$ cat config.mk
export PLATFORM = sky130hd
export DESIGN_NAME = lru_stack_page_replacement_flat
export DESIGN_NICKNAME = d
export VERILOG_FILES = /design/src/design/lrus_pkg.sv /design/src/design/lrus_req_if.sv /design/src/design/lrus_rsp_if.sv /design/src/design/lrus_cell.sv /design/src/design/lrus_stack.sv /design/src/design/lru_stack_page_replacement.sv /design/src/flat_wrapper.sv
export SDC_FILE = /design/constraint.sdc
export NUM_CORES = 1
export LEC_CHECK = 0
export BUFFER_PORTS_ARGS = -buffer_cell sky130_fd_sc_hd__clkbuf_2
export CELL_PAD_IN_SITES_DETAIL_PLACEMENT = 2
export CELL_PAD_IN_SITES_GLOBAL_PLACEMENT = 2
export CORE_MARGIN = 3
export CORE_UTILIZATION = 30
export CTS_BUF_LIST = sky130_fd_sc_hd__clkbuf_8
export DETAILED_ROUTE_END_ITERATION = 7
export HOLD_SLACK_MARGIN = 0.06
export PLACE_DENSITY_LB_ADDON = 0.1
export SLEW_MARGIN = 20
export SYNTH_ARGS = -nofsm -noshare
export SYNTH_HDL_FRONTEND = slang
export SYNTH_SLANG_ARGS = --single-unit
$ cat constraint.sdc
create_clock -name clk -period 5.8 [get_ports clk]
set_input_delay 1.16 -clock clk [delete_from_list [all_inputs] [get_ports clk]]
set_output_delay 1.16 -clock clk [all_outputs]
set_load 0.005 [all_outputs]
$ cat src/design/lrus_pkg.sv
// ----------------------------------------------------------------------------
// lrus_pkg: shared definitions for the LRU stack page replacement block
// Sizes, widths and the control and lookup structs passed between modules.
// ----------------------------------------------------------------------------
package lrus_pkg;

    localparam int MAX_FRAMES = 8;
    localparam int PAGE_BITS  = 16;

    localparam int FRAMES_W = 4;   // width of the frames_in_use register
    localparam int FAULT_W  = 16;  // width of the fault counter
    localparam int OUT_PAGE_W = 16;

    localparam int IDX_W = (MAX_FRAMES > 1) ? $clog2(MAX_FRAMES) : 1;
    localparam int NFR_W = $clog2(MAX_FRAMES + 1);

    localparam logic [FRAMES_W-1:0] FRAMES_RESET =
        FRAMES_W'((MAX_FRAMES > 15) ? 15 : MAX_FRAMES);
    localparam logic [FAULT_W-1:0] FAULT_MAX = '1;

    // Control broadcast to every stack cell.
    typedef struct packed {
        logic step;   // a page reference is applied this cycle
        logic clear;  // invalidate every entry
    } lrus_ctl_t;

    // Result of one lookup along the stack.
    typedef struct packed {
        logic                 hit;
        logic                 ev_valid;
        logic [PAGE_BITS-1:0] ev_page;
    } lrus_look_t;

endpackage

$ cat src/design/lrus_req_if.sv
// ----------------------------------------------------------------------------
// lrus_req_if: page reference channel
// Valid/ready channel that carries one referenced page number per transfer.
// ----------------------------------------------------------------------------
interface lrus_req_if
    import lrus_pkg::*;
();

    logic                  valid;
    logic                  ready;
    logic [OUT_PAGE_W-1:0] page_number;

    modport source (output valid, output page_number, input ready);
    modport sink   (input valid, input page_number, output ready);

endinterface

$ cat src/design/lrus_rsp_if.sv
// ----------------------------------------------------------------------------
// lrus_rsp_if: replacement result channel
// Valid/ready channel that carries one lookup result per transfer.
// ----------------------------------------------------------------------------
interface lrus_rsp_if
    import lrus_pkg::*;
();

    logic                  valid;
    logic                  ready;
    logic                  hit;
    logic                  evicted_valid;
    logic [OUT_PAGE_W-1:0] evicted_page;
    logic [FAULT_W-1:0]    fault_count;

    modport source (output valid, output hit, output evicted_valid,
                    output evicted_page, output fault_count, input ready);
    modport sink   (input valid, input hit, input evicted_valid,
                    input evicted_page, input fault_count, output ready);

endinterface

$ cat src/design/lrus_cell.sv
// ----------------------------------------------------------------------------
// lrus_cell: one entry of the recency stack
// Holds a page and its valid bit, compares against the reference and takes
// its upper neighbor's entry when no entry above it matched.
// ----------------------------------------------------------------------------
module lrus_cell
    import lrus_pkg::*;
(
    input  logic                 clk,
    input  logic                 rst_n,
    input  lrus_ctl_t            ctl,
    input  logic [PAGE_BITS-1:0] page_in,
    input  logic                 in_range,
    input  logic                 match_above,
    input  logic [PAGE_BITS-1:0] nbr_page,
    input  logic                 nbr_valid,
    output logic [PAGE_BITS-1:0] page,
    output logic                 valid,
    output logic                 match_out
);

    logic [PAGE_BITS-1:0] page_reg;
    logic                 valid_reg;
    logic                 shift;

    assign match_out = match_above | (in_range & valid_reg & (page_reg == page_in));
    // Entries down to the hit position, or the whole used stack on a miss,
    // move down by one.
    assign shift     = ctl.step & in_range & ~match_above;

    always_ff @(posedge clk or negedge rst_n)
    begin
        if (!rst_n)
        begin
            valid_reg <= 1'b0;
        end
        else if (ctl.clear)
        begin
            valid_reg <= 1'b0;
        end
        else if (shift)
        begin
            valid_reg <= nbr_valid;
        end
    end

    always_ff @(posedge clk)
    begin
        if (shift)
        begin
            page_reg <= nbr_page;
        end
    end

    assign page  = page_reg;
    assign valid = valid_reg;

endmodule

$ cat src/design/lrus_stack.sv
// ----------------------------------------------------------------------------
// lrus_stack: chain of stack cells
// Links the cells top to bottom, forms the hit flag and picks the bottom
// entry in use as the eviction candidate.
// ----------------------------------------------------------------------------
module lrus_stack
    import lrus_pkg::*;
(
    input  logic                 clk,
    input  logic                 rst_n,
    input  lrus_ctl_t            ctl,
    input  logic [PAGE_BITS-1:0] page_in,
    input  logic [NFR_W-1:0]     frames,
    output lrus_look_t           look
);

    logic [PAGE_BITS-1:0] cell_page  [MAX_FRAMES];
    logic                 cell_valid [MAX_FRAMES];
    logic                 match_chain[MAX_FRAMES+1];
    logic [IDX_W-1:0]     bot_idx;
    logic                 hit;

    assign match_chain[0] = 1'b0;

    for (genvar i = 0; i < MAX_FRAMES; i++)
    begin : g_cell
        logic [PAGE_BITS-1:0] nbr_page;
        logic                 nbr_valid;

        // The top cell takes the referenced page itself.
        if (i == 0)
        begin : g_top
            assign nbr_page  = page_in;
            assign nbr_valid = 1'b1;
        end
        else
        begin : g_mid
            assign nbr_page  = cell_page[i-1];
            assign nbr_valid = cell_valid[i-1];
        end

        lrus_cell u_cell (
            .clk        (clk),
            .rst_n      (rst_n),
            .ctl        (ctl),
            .page_in    (page_in),
            .in_range   (NFR_W'(i) < frames),
            .match_above(match_chain[i]),
            .nbr_page   (nbr_page),
            .nbr_valid  (nbr_valid),
            .page       (cell_page[i]),
            .valid      (cell_valid[i]),
            .match_out  (match_chain[i+1])
        );
    end

    assign hit     = match_chain[MAX_FRAMES];
    assign bot_idx = IDX_W'(frames - NFR_W'(1));

    always_comb
    begin
        look.hit      = hit;
        look.ev_valid = ~hit & cell_valid[bot_idx];
        look.ev_page  = look.ev_valid ? cell_page[bot_idx] : '0;
    end

endmodule

$ cat src/design/lru_stack_page_replacement.sv
// ----------------------------------------------------------------------------
// lru_stack_page_replacement: LRU stack page replacement
// Result: presented in the cycle after its reference is transferred.
// Throughput: one reference per cycle while results are taken at once; the
// compare and shift along the cell chain act on acceptance. A result
// held by a stalled output keeps the input from accepting until it leaves.
// Reset: stack empty, frames_in_use = 8, fault counter zero.
// ----------------------------------------------------------------------------
module lru_stack_page_replacement
    import lrus_pkg::*;
(
    input  logic          clk,
    input  logic          rst_n,
    // Configuration port
    input  logic          psel,
    input  logic          penable,
    input  logic          pwrite,
    input  logic [2:0]    paddr,
    input  logic [31:0]   pwdata,
    output logic [31:0]   prdata,
    output logic          pready,
    // Data channels
    lrus_req_if.sink      req,
    lrus_rsp_if.source    rsp
);

    // Register index taken from the word address bit.
    localparam logic REG_FRAMES_IN_USE = 1'b0;

    logic [FRAMES_W-1:0]  frames_reg;
    logic [FAULT_W-1:0]   fault_reg;
    logic [FAULT_W-1:0]   fault_next;
    logic [NFR_W-1:0]     frames_act;
    logic                 cfg_wr;
    logic                 accept;
    lrus_ctl_t            ctl;
    lrus_look_t           look;

    logic                  rsp_valid_reg;
    logic                  rsp_hit_reg;
    logic                  rsp_ev_valid_reg;
    logic [OUT_PAGE_W-1:0] rsp_ev_page_reg;
    logic [FAULT_W-1:0]    rsp_fault_reg;

    // ------------------------------------------------------------------
    // Configuration. Writing frames_in_use restarts the policy with an
    // empty stack; the fault counter is kept.
    // ------------------------------------------------------------------
    assign pready = 1'b1;
    assign cfg_wr = psel & penable & pwrite & pready & (paddr[2] == REG_FRAMES_IN_USE);
    assign prdata = (paddr[2] == REG_FRAMES_IN_USE) ? {(32-FRAMES_W)'(0), frames_reg}
                                                   : '0;

    always_ff @(posedge clk or negedge rst_n)
    begin
        if (!rst_n)
        begin
            frames_reg <= FRAMES_RESET;
        end
        else if (cfg_wr)
        begin
            frames_reg <= pwdata[FRAMES_W-1:0];
        end
    end

    // A frame count of zero acts as one, and a count beyond the stack depth
    // acts as the full depth.
    always_comb
    begin
        priority if (frames_reg == '0)
        begin
            frames_act = NFR_W'(1);
        end
        else if (32'(frames_reg) > MAX_FRAMES)
        begin
            frames_act = NFR_W'(MAX_FRAMES);
        end
        else
        begin
            frames_act = NFR_W'(frames_reg);
        end
    end

    // ------------------------------------------------------------------
    // Reference handshake. A new reference is taken whenever the result
    // register is empty or is being emptied in the same cycle.
    // ------------------------------------------------------------------
    assign req.ready = ~rsp_valid_reg | rsp.ready;
    assign accept    = req.valid & req.ready;

    assign ctl.step  = accept;
    assign ctl.clear = cfg_wr;

    lrus_stack u_stack (
        .clk    (clk),
        .rst_n  (rst_n),
        .ctl    (ctl),
        .page_in(PAGE_BITS'(req.page_number)),
        .frames (frames_act),
        .look   (look)
    );

    // The fault counter saturates at its maximum.
    assign fault_next = (!look.hit && fault_reg != FAULT_MAX) ? fault_reg + FAULT_W'(1)
                                                              : fault_reg;

    always_ff @(posedge clk or negedge rst_n)
    begin
        if (!rst_n)
        begin
            fault_reg     <= '0;
            rsp_valid_reg <= 1'b0;
        end
        else
        begin
            if (accept)
            begin
                fault_reg <= fault_next;
            end
            if (accept)
            begin
                rsp_valid_reg <= 1'b1;
            end
            else if (rsp.ready)
            begin
                rsp_valid_reg <= 1'b0;
            end
        end
    end

    always_ff @(posedge clk)
    begin
        if (accept)
        begin
            rsp_hit_reg      <= look.hit;
            rsp_ev_valid_reg <= look.ev_valid;
            rsp_ev_page_reg  <= OUT_PAGE_W'(look.ev_page);
            rsp_fault_reg    <= fault_next;
        end
    end

    assign rsp.valid         = rsp_valid_reg;
    assign rsp.hit           = rsp_hit_reg;
    assign rsp.evicted_valid = rsp_ev_valid_reg;
    assign rsp.evicted_page  = rsp_ev_page_reg;
    assign rsp.fault_count   = rsp_fault_reg;

    // ------------------------------------------------------------------
    // Assertions
    // ------------------------------------------------------------------
    a_result_follows: assert property (@(posedge clk) disable iff (!rst_n)
        accept |=> rsp.valid)
        else $error("transfer in did not produce a result");

    a_miss_counts: assert property (@(posedge clk) disable iff (!rst_n)
        (accept && !look.hit) |=> (rsp.fault_count != '0))
        else $error("fault counter zero after a page fault");

    a_evict_on_miss: assert property (@(posedge clk) disable iff (!rst_n)
        (rsp.valid && rsp.evicted_valid) |-> !rsp.hit)
        else $error("eviction reported on a hit");

    a_evict_page_zero: assert property (@(posedge clk) disable iff (!rst_n)
        (rsp.valid && !rsp.evicted_valid) |-> (rsp.evicted_page == '0))
        else $error("evicted page not zero without an eviction");

endmodule
$ cat src/flat_wrapper.sv
// flat-port wrapper written by rule: the top's interface ports become plain ports
module lru_stack_page_replacement_flat import lrus_pkg::*;
  (clk, rst_n, psel, penable, pwrite, paddr, pwdata, prdata, pready, req_valid, req_page_number, req_ready, rsp_valid, rsp_hit, rsp_evicted_valid, rsp_evicted_page, rsp_fault_count, rsp_ready);
  lrus_req_if req_i ();
  lrus_rsp_if rsp_i ();
  input  logic clk;
  input  logic rst_n;
  input  logic psel;
  input  logic penable;
  input  logic pwrite;
  input  logic [2:0] paddr;
  input  logic [31:0] pwdata;
  output logic [31:0] prdata;
  output logic pready;
  input wire logic [$bits(req_i.valid)-1:0] req_valid;
  input wire logic [$bits(req_i.page_number)-1:0] req_page_number;
  output wire logic [$bits(req_i.ready)-1:0] req_ready;
  output wire logic [$bits(rsp_i.valid)-1:0] rsp_valid;
  output wire logic [$bits(rsp_i.hit)-1:0] rsp_hit;
  output wire logic [$bits(rsp_i.evicted_valid)-1:0] rsp_evicted_valid;
  output wire logic [$bits(rsp_i.evicted_page)-1:0] rsp_evicted_page;
  output wire logic [$bits(rsp_i.fault_count)-1:0] rsp_fault_count;
  input wire logic [$bits(rsp_i.ready)-1:0] rsp_ready;
  assign req_i.valid = req_valid;
  assign req_i.page_number = req_page_number;
  assign req_ready = req_i.ready;
  assign rsp_valid = rsp_i.valid;
  assign rsp_hit = rsp_i.hit;
  assign rsp_evicted_valid = rsp_i.evicted_valid;
  assign rsp_evicted_page = rsp_i.evicted_page;
  assign rsp_fault_count = rsp_i.fault_count;
  assign rsp_i.ready = rsp_ready;
  lru_stack_page_replacement u_core (.clk(clk), .rst_n(rst_n), .psel(psel), .penable(penable), .pwrite(pwrite), .paddr(paddr), .pwdata(pwdata), .prdata(prdata), .pready(pready), .req(req_i), .rsp(rsp_i));
endmodule
==> flow_summary.toml, run 1 <==
[cells_and_area]
diodes = 0
final_common_cell = "edfxtp_1"
drive_above_1_share = 0.193
fillerInstances = 3467
fin_nets = 868
largest_reg_flops = 128
final_cell_mix = "edfxtp_1, xnor2_1, xor2_1, clkbuf_2, nand2_1"
area_delta_synth_final_pct = 10.0
multi_input_area_um2 = 4020
final_area_um2 = 11000
seqCellArea_um2 = 5590

[synth]
ys_warn_count = 0
ys_ff_latch = 191
synth.area.top_cells = "edfxtp_1, mux4_2, xnor2_1, dfrtp_1, xor2_1"
synth-edff-count = 162
synth_top_area_share = 0.487
async_reset_ff_frac = 0.152
ys_seq_area_frac = 0.560
ys.flop_type = "edfxtp_1"
yosysTopAreaCell = "edfxtp_1"
netlist_area_um2 = 9980
netlist_instances = 750
synth_cell_types = 55
syn_avg_cell_area_um2 = 13.3

[routing]
drt_iter0_drc = 370
ant_nets = 0
drt-wirelength-per-cell_um = 23.9
drt_pass1_iterations = 4
drt-total-wl_um = 30100
vias_per_cell = 4.92
vias = 6204
remaining_drc_errors = 0

[timing]
finalHoldViolCount = 0
rsz0062_at_grt = "false"
fmax_mhz = 237
fin_crit_ns = 4.21
setup_viol = 0
relSlewSlack = 0.288
worst_slew_pin_slew_ns = 1.07
hold_ws_ns = 0.501
drv_slew = 0
fin_crit_sh = 0.726
skew_ns = 0.0263
finalSetupTns_ns = 0

[worst_setup_path]
path_class = "flop to flop"
start_kind = "flop"
crit_arrival_ns = 4.42
crit_path_end_kind = "flop"
cp_max_fo = 31
required_ns = 6.00

[hold_path]
hold_path_class = "flop to flop"

[placed_design]
port_buffers = 67
place_area_um2 = 10600
gp_congestion = 0.843
dp_hpwl_um = 23400

[clock_tree]
cts_root_buf = "clkbuf_8"
post_cts_buffers = 0
numCtsBuffers = 17
clk_pin_slew_ns = 0.12
post_cts_resized = 0
clk_latency_ns = 0.51
ctsHoldBuffers = 0
clock_path_buffers = 2
cts.sinks = 191
cts_tree = "yes"
htreeDepth = 4

[floorplan]
die_area_um2 = 35500
core-area_um2 = 32700
initial_core_util = 0.305
die-height_um = 188
die_width_um = 188
rows = 66
io_pins = 127

[global_routing]
grt_use_total = 0.176
grt_remaining_overflow = 0
grt_max_degree = 33
grt_pass1_wl_um = 46100
grt_pass1_vias = 6950
antenna_found_initial = 0

[outcome]
status = "complete, no violations"

[pwr]
leakage_uw = 0.00378
power-per-cell-area_nw_per_um2 = 368
vdd_drop_max_mv = 0.186

[job]
maxCapViolCount = 0
## layer usage
layer,part of all wire,global-route usage
met1,0.44,0.228
met2,0.50,0.303
met3,0.037,0.0313
met4,0.015,0.0498
met5,0,0
## synthesized netlist by cell type (7+ instances only)
cell,number
a21oi_1,20
buf_4,44
clkbuf_1,10
dfrtp_1,28
edfxtp_1,162
inv_1,7
mux4_2,34
nand2_1,55
nand3_1,12
nand4_1,41
nor2_1,23
nor2b_1,7
nor3_1,31
nor4_1,18
xnor2_1,85
xor2_1,75
## critical path, stage by stage, from the launching register on
cell     delay [ns]
dfrtp_1        0.54
nor2_1         0.16
nor2_1         0.07
nor2_4         0.08
buf_4          0.38
inv_1          0.12
ha_1           0.25
or3b_1         0.24
nand4_1        0.17
nor3_1         0.35
a22oi_1        0.19
nand4_1        0.14
buf_4          0.32
or2_1          0.68
a21oi_1        0.20
## final timing paths
path	startpoint	endpoint	slack, ns	cells after the start
hold / removal	u_core.u_stack.g_cell[5].u_cell.page[9]	u_core.u_stack.g_cell[6].u_cell.page[9]	0.50	0
min in group asynchronous	rst_n	u_core.fault_reg[3]	0.74	1
hold reg to reg	u_core.u_stack.g_cell[5].u_cell.page[9]	u_core.u_stack.g_cell[6].u_cell.page[9]	0.50	0
setup / recovery	u_core.frames_reg[2]	u_core.rsp.evicted_page[9]	1.59	14
max in group asynchronous	rst_n	u_core.fault_reg[1]	4.52	1
setup reg to reg	u_core.frames_reg[2]	u_core.rsp.evicted_page[9]	1.59	14
## stage by stage
step                utilization  instances  total power, uW  worst slack, ns
floorplan                     -        777             2740             1.98
global route              0.336       1261             4280             1.26
CTS                       0.336       1261             4130             1.51
finish                    0.336       1261             4050             1.59
global placement          0.324       1229             3180             1.52
detailed placement        0.324       1229             3220             1.52
## cell families after synthesis
family,synth area share
adder cells (fa/ha/maj),0.00501
AO/OA/AOI/OAI,0.0217
XOR/XNOR,0.143
multiplexers,0.0875
other,0.000752
buffers and inverters,0.0495
AND/OR/NAND/NOR,0.132
flip-flops,0.560
## layout make-up
type                    instances  area share
clock buffers                  17      0.0213
clock inverters                15      0.0133
inverters                       8     0.00273
multi-input cells             512       0.366
flip-flops and latches        191       0.509
well taps                     442      0.0504
repair buffers                 76      0.0367
## where the power goes
| group | leakage (uW) | internal (uW) | switching [uW] |
|---|---|---|---|
| registers | 0.00187 | 1760 | 208 |
| clock network | 0.000198 | 380 | 514 |
| logic | 0.00171 | 475 | 707 |
| total | 0.00378 | 2620 | 1430 |
Power figures use the tool's default switching activity.
==> run 2, diff against run 1 <==
==> constraint.sdc (replaced) <==
create_clock -name clk -period 4.29 [get_ports clk]
set_input_delay 0.858 -clock clk [delete_from_list [all_inputs] [get_ports clk]]
set_output_delay 0.858 -clock clk [all_outputs]
set_load 0.005 [all_outputs]
==> run 2 against run 1 <==
Net effect: sequential power grew 35%; maximum frequency grew 14%; setup slack lost 0.98 ns; first-iteration DRC count grew 1.1%; design area shrank 0.38%; combinational power grew 35%; wire length grew 0.71%; worst hold slack lost 0.056 ns; flip-flop and latch count is the same; largest power group unchanged; critical path depth shrank 4.
==> flow_summary.toml, run 2 (synthesized netlist as in run 1, its figures left out) <==
[clock_tree]
cts_root_buf = "clkbuf_8"
htreeDepth = 4
cts_tree = "yes"
post_cts_buffers = 0
post_cts_resized = 0
ctsHoldBuffers = 0
cts.sinks = 191
clk_pin_slew_ns = 0.09
clock_path_buffers = 2
clk_latency_ns = 0.50
numCtsBuffers = 17

[routing]
vias = 6304
ant_nets = 0
drt-wirelength-per-cell_um = 24.0
vias_per_cell = 5.00
drt_iter0_drc = 374
drt-total-wl_um = 30300
drt_pass1_iterations = 6
remaining_drc_errors = 0

[cells_and_area]
seqCellArea_um2 = 5590
largest_reg_flops = 128
final_cell_mix = "edfxtp_1, xnor2_1, xor2_1, clkbuf_2, nand2_1"
fin_nets = 869
diodes = 0
final_area_um2 = 10900
multi_input_area_um2 = 4010
drive_above_1_share = 0.189
fillerInstances = 3441
final_common_cell = "edfxtp_1"
area_delta_synth_final_pct = 9.60

[global_routing]
grt_max_degree = 39
grt_pass1_wl_um = 46000
grt_use_total = 0.175
antenna_found_initial = 0
grt_remaining_overflow = 0
grt_pass1_vias = 6868

[timing]
fmax_mhz = 272
skew_ns = 0.0180
setup_viol = 0
fin_crit_sh = 0.858
worst_slew_pin_slew_ns = 0.980
finalSetupTns_ns = 0
rsz0062_at_grt = "false"
fin_crit_ns = 3.68
relSlewSlack = 0.346
finalHoldViolCount = 0
drv_slew = 0
hold_ws_ns = 0.445

[worst_setup_path]
reg2reg_setup_slack_ns = 0.61
critPathSlowestCell = "xnor2_4"
path_class = "flop to flop"
crit_buf_inv = 1
crit_path_end_kind = "flop"
required_ns = 4.48
cp_max_fo = 18
path_cells = "nor2_1, nor2_1, nor2_4, inv_1, ha_1, xnor2_4, mux4_2, mux2i_1, or2_1, a21oi_1"
cp_common_cell = "nor2_1"
cpLargestDelayFamily = "simple AND/OR/NAND/NOR gates"
slowest_delay_ns = 0.66
start_kind = "flop"
crit_arrival_ns = 3.88

[job]
maxCapViolCount = 0

[pwr]
intPower_uw = 3470
leakage_uw = 0.00377
power_frac_comb = 0.296
power-per-cell-area_nw_per_um2 = 491
swShare = 0.355
vdd_drop_max_mv = 0.205
switching_power_uw = 1910
power.share.clock = 0.209
power_frac_seq = 0.495

[outcome]
status = "complete, no violations"

[placed_design]
place_area_um2 = 10600
gp_congestion = 0.862
port_buffers = 67
dp_hpwl_um = 23200

[floorplan]
core-area_um2 = 32700
die_width_um = 188
die_area_um2 = 35500
die-height_um = 188
rows = 66
initial_core_util = 0.305
io_pins = 127

[hold_path]
hold_path_class = "input pin to async pin"
run 2: cell count changes in the layout (fill, tap and decap cells not counted), sizes merged:
cell,change
bufinv,-1
inv,+3
clkinv,-5
clkinvlp,+3
buf,+1
run 2: layout make-up:
cell class	instances	share of cell area
Clock buffer	17	0.0214
Inverter	8	0.00274
Tap cell	442	0.0505
Sequential cell	191	0.511
Multi-Input combinational cell	512	0.367
Timing Repair Buffer	77	0.0375
Clock inverter	15	0.00984
run 2: power by group through the flow:
stage	clock, uW	combinational [uW]	sequential [uW]
2_1_floorplan	0	1120	2590
3_3_place_gp	0	1620	2690
3_5_place_dp	0	1630	2710
4_1_cts	1170	1640	2660
5_1_grt	1240	1760	2700
6_report	1120	1590	2660
run 2: worst reg2reg max path: stages, from the launching register on:
cell and delay [ns]:
dfrtp_1 0.53, nor2_1 0.16, nor2_1 0.07, nor2_4 0.10, inv_1 0.07, ha_1 0.26, xnor2_4 0.66, mux4_2 0.60
mux2i_1 0.14, or2_1 0.62, a21oi_1 0.19
run 2: metal layers:
metal	global-route usage	wire length (um)	up-vias
li1	-	-	2823
met1	0.233	13700	3310
met2	0.293	15000	129
met3	0.0288	890	42
met4	0.0564	706	0
met5	0	0	-
run 2: final timing paths:
check,start,endpoint,cells past startpoint
max,u_core.frames_reg[2],u_core.rsp.evicted_page[15],10
min,rst_n,u_core.fault_reg[9],1
max reg2reg,u_core.frames_reg[2],u_core.rsp.evicted_page[15],10
min reg2reg,u_core.u_stack.g_cell[2].u_cell.page[13],u_core.u_stack.g_cell[3].u_cell.page[13],0
max in group asynchronous,rst_n,u_core.frames_reg[0],1
min in group clk,u_core.u_stack.g_cell[2].u_cell.page[13],u_core.u_stack.g_cell[3].u_cell.page[13],0
run 2: through the flow:
step	std cells	utilization	setup WS, ns	total power (uW)
2_1_floorplan	777	-	0.468	3710
3_3_place_gp	1230	0.324	0.506	4300
3_5_place_dp	1230	0.324	0.485	4340
4_1_cts	1262	0.335	0.476	5480
5_1_grt	1262	0.335	0.278	5700
6_report	1262	0.335	0.609	5370
==> run 3, diff against run 2 <==
--- a/config.mk
+++ b/config.mk
@@ -8,8 +8,9 @@
 export BUFFER_PORTS_ARGS = -buffer_cell sky130_fd_sc_hd__clkbuf_2
 export CELL_PAD_IN_SITES_DETAIL_PLACEMENT = 2
 export CELL_PAD_IN_SITES_GLOBAL_PLACEMENT = 2
+export CORE_ASPECT_RATIO = 0.6
 export CORE_MARGIN = 3
-export CORE_UTILIZATION = 30
+export CORE_UTILIZATION = 38
 export CTS_BUF_LIST = sky130_fd_sc_hd__clkbuf_8
 export DETAILED_ROUTE_END_ITERATION = 7
 export HOLD_SLACK_MARGIN = 0.06
==> run 3 against run 2 <==
Net effect: global-route usage up 4.6 points; design area down 0.48%; flip-flop and latch count unchanged; cell count down 7.0%; register-to-register slack better by 0.10 ns; sequential power about the same; worst hold slack worse by 0.033 ns; first-iteration DRC count up 45%; largest cell class unchanged; largest power group unchanged.
==> flow_summary.toml, run 3 (synthesized netlist as in run 1, its figures left out) <==
[job]
maxCapViolCount = 0

[cells_and_area]
final_cell_mix = "edfxtp_1, xnor2_1, xor2_1, clkbuf_2, nand2_1"
final_area_um2 = 10900
drive_above_1_share = 0.195
diodes = 0
seqCellArea_um2 = 5590
fillerInstances = 2633
multi_input_area_um2 = 4020
largest_reg_flops = 128
final_common_cell = "edfxtp_1"
area_delta_synth_final_pct = 9.07
fin_nets = 871
final_cells = 1174

[floorplan]
die_width_um = 215
initial_core_util = 0.391
rows = 45
die_area_um2 = 28300
io_pins = 127
core-area_um2 = 25600
die-height_um = 132

[clock_tree]
clock_path_buffers = 2
numCtsBuffers = 17
htreeDepth = 4
post_cts_resized = 0
cts_tree = "yes"
ctsHoldBuffers = 0
cts.sinks = 191
cts_root_buf = "clkbuf_8"
clk_latency_ns = 0.52
clk_pin_slew_ns = 0.10
post_cts_buffers = 0

[global_routing]
grt_max_degree = 39
grt_use_met2 = 0.301
grt_pass1_wl_um = 46100
antenna_found_initial = 0
gr-usage-met1 = 0.350
top_usage_layer = "met1"
grt_remaining_overflow = 0
grt_use_total = 0.222
grtUsageMet3 = 0.0552
grt_pass1_vias = 6840

[worst_setup_path]
critPathSlowestCell = "dfstp_2"
path_cells = "nor2b_1, inv_1, ha_1, or3b_1, nand4_1, nor2_1, nand2_1, and4_1, and2_1"
cp.depth = 9
crit_buf_inv = 1
start_kind = "flop"
crit_arrival_ns = 3.72
cp_max_fo = 17
ff2ff_path_depth = 9
required_ns = 4.43
slowest_delay_ns = 0.81
crit_path_end_kind = "flop"
cpLargestDelayFamily = "simple AND/OR/NAND/NOR gates"
path_class = "flop to flop"

[timing]
rsz0062_at_grt = "false"
fmax_mhz = 279
fin_crit_ns = 3.58
relSlewSlack = 0.360
finalHoldViolCount = 0
setup_viol = 0
fin_crit_sh = 0.834
hold_ws_ns = 0.412
skew_ns = 0.0134
worst_slew_pin_slew_ns = 0.960
finalSetupTns_ns = 0
drv_slew = 0

[routing]
drt-total-wl_um = 30500
drt-wirelength-per-cell_um = 26.0
drt_pass1_iterations = 5
vias = 6466
vias_per_cell = 5.51
ant_nets = 0
remaining_drc_errors = 0
drt_iter0_drc = 541

[placed_design]
gp_congestion = 0.922
dp_hpwl_um = 23500
place_area_um2 = 10500
dpl.cell_count = 1142
port_buffers = 67

[hold_path]
hold_path_class = "input pin to async pin"

[pwr]
vdd_drop_max_mv = 0.171
totalPowerFinal_uw = 5510
leakage_uw = 0.00379
power-per-cell-area_nw_per_um2 = 506

[outcome]
status = "complete, no violations"
[run 3: path summary, 6_finish.rpt]
path,from,endpoint,slack (ns)
worst max-delay path,u_core.frames_reg[3],u_core.u_stack.g_cell[7].u_cell.page[10],0.71
worst min-delay path,rst_n,u_core.fault_reg[13],0.41
worst max register to register,u_core.frames_reg[3],u_core.u_stack.g_cell[7].u_cell.page[10],0.71
worst min register to register,u_core.u_stack.g_cell[2].u_cell.page[10],u_core.u_stack.g_cell[3].u_cell.page[10],0.50
max in group asynchronous,rst_n,u_core.u_stack.g_cell[2].u_cell.valid,3.37
min in group clk,u_core.u_stack.g_cell[2].u_cell.page[10],u_core.u_stack.g_cell[3].u_cell.page[10],0.50
[run 3: through the flow]
stage,util,worst slack [ns]
floorplan,-,0.468
global placement,0.411,0.671
detailed placement,0.411,0.566
CTS,0.425,0.539
global route,0.426,0.497
finish,0.426,0.711
[run 3: report_power, final]
group	internal [uW]	switching, uW
clock network	513	694
logic	654	977
registers	2380	286
[run 3: worst reg2reg max path: stages, from the launching register on]
cell and delay [ns]:
dfstp_2 0.81, nor2b_1 0.13, inv_1 0.10, ha_1 0.24
or3b_1 0.40, nand4_1 0.11, nor2_1 0.06, nand2_1 0.13
and4_1 0.42, and2_1 0.80
[run 3: layout make-up]
type                    count  area share
clock buffers              17      0.0215
clock inverters            15      0.0133
inverters                   8     0.00276
multi-input cells         512       0.369
flip-flops and latches    191       0.514
well taps                 352      0.0405
repair buffers             79      0.0391
[run 3: per-layer routing]
layer	up-vias	share of wire
met5	-	0
met4	0	0.0098
met3	20	0.064
met2	191	0.42
met1	3423	0.51
li1	2832	-
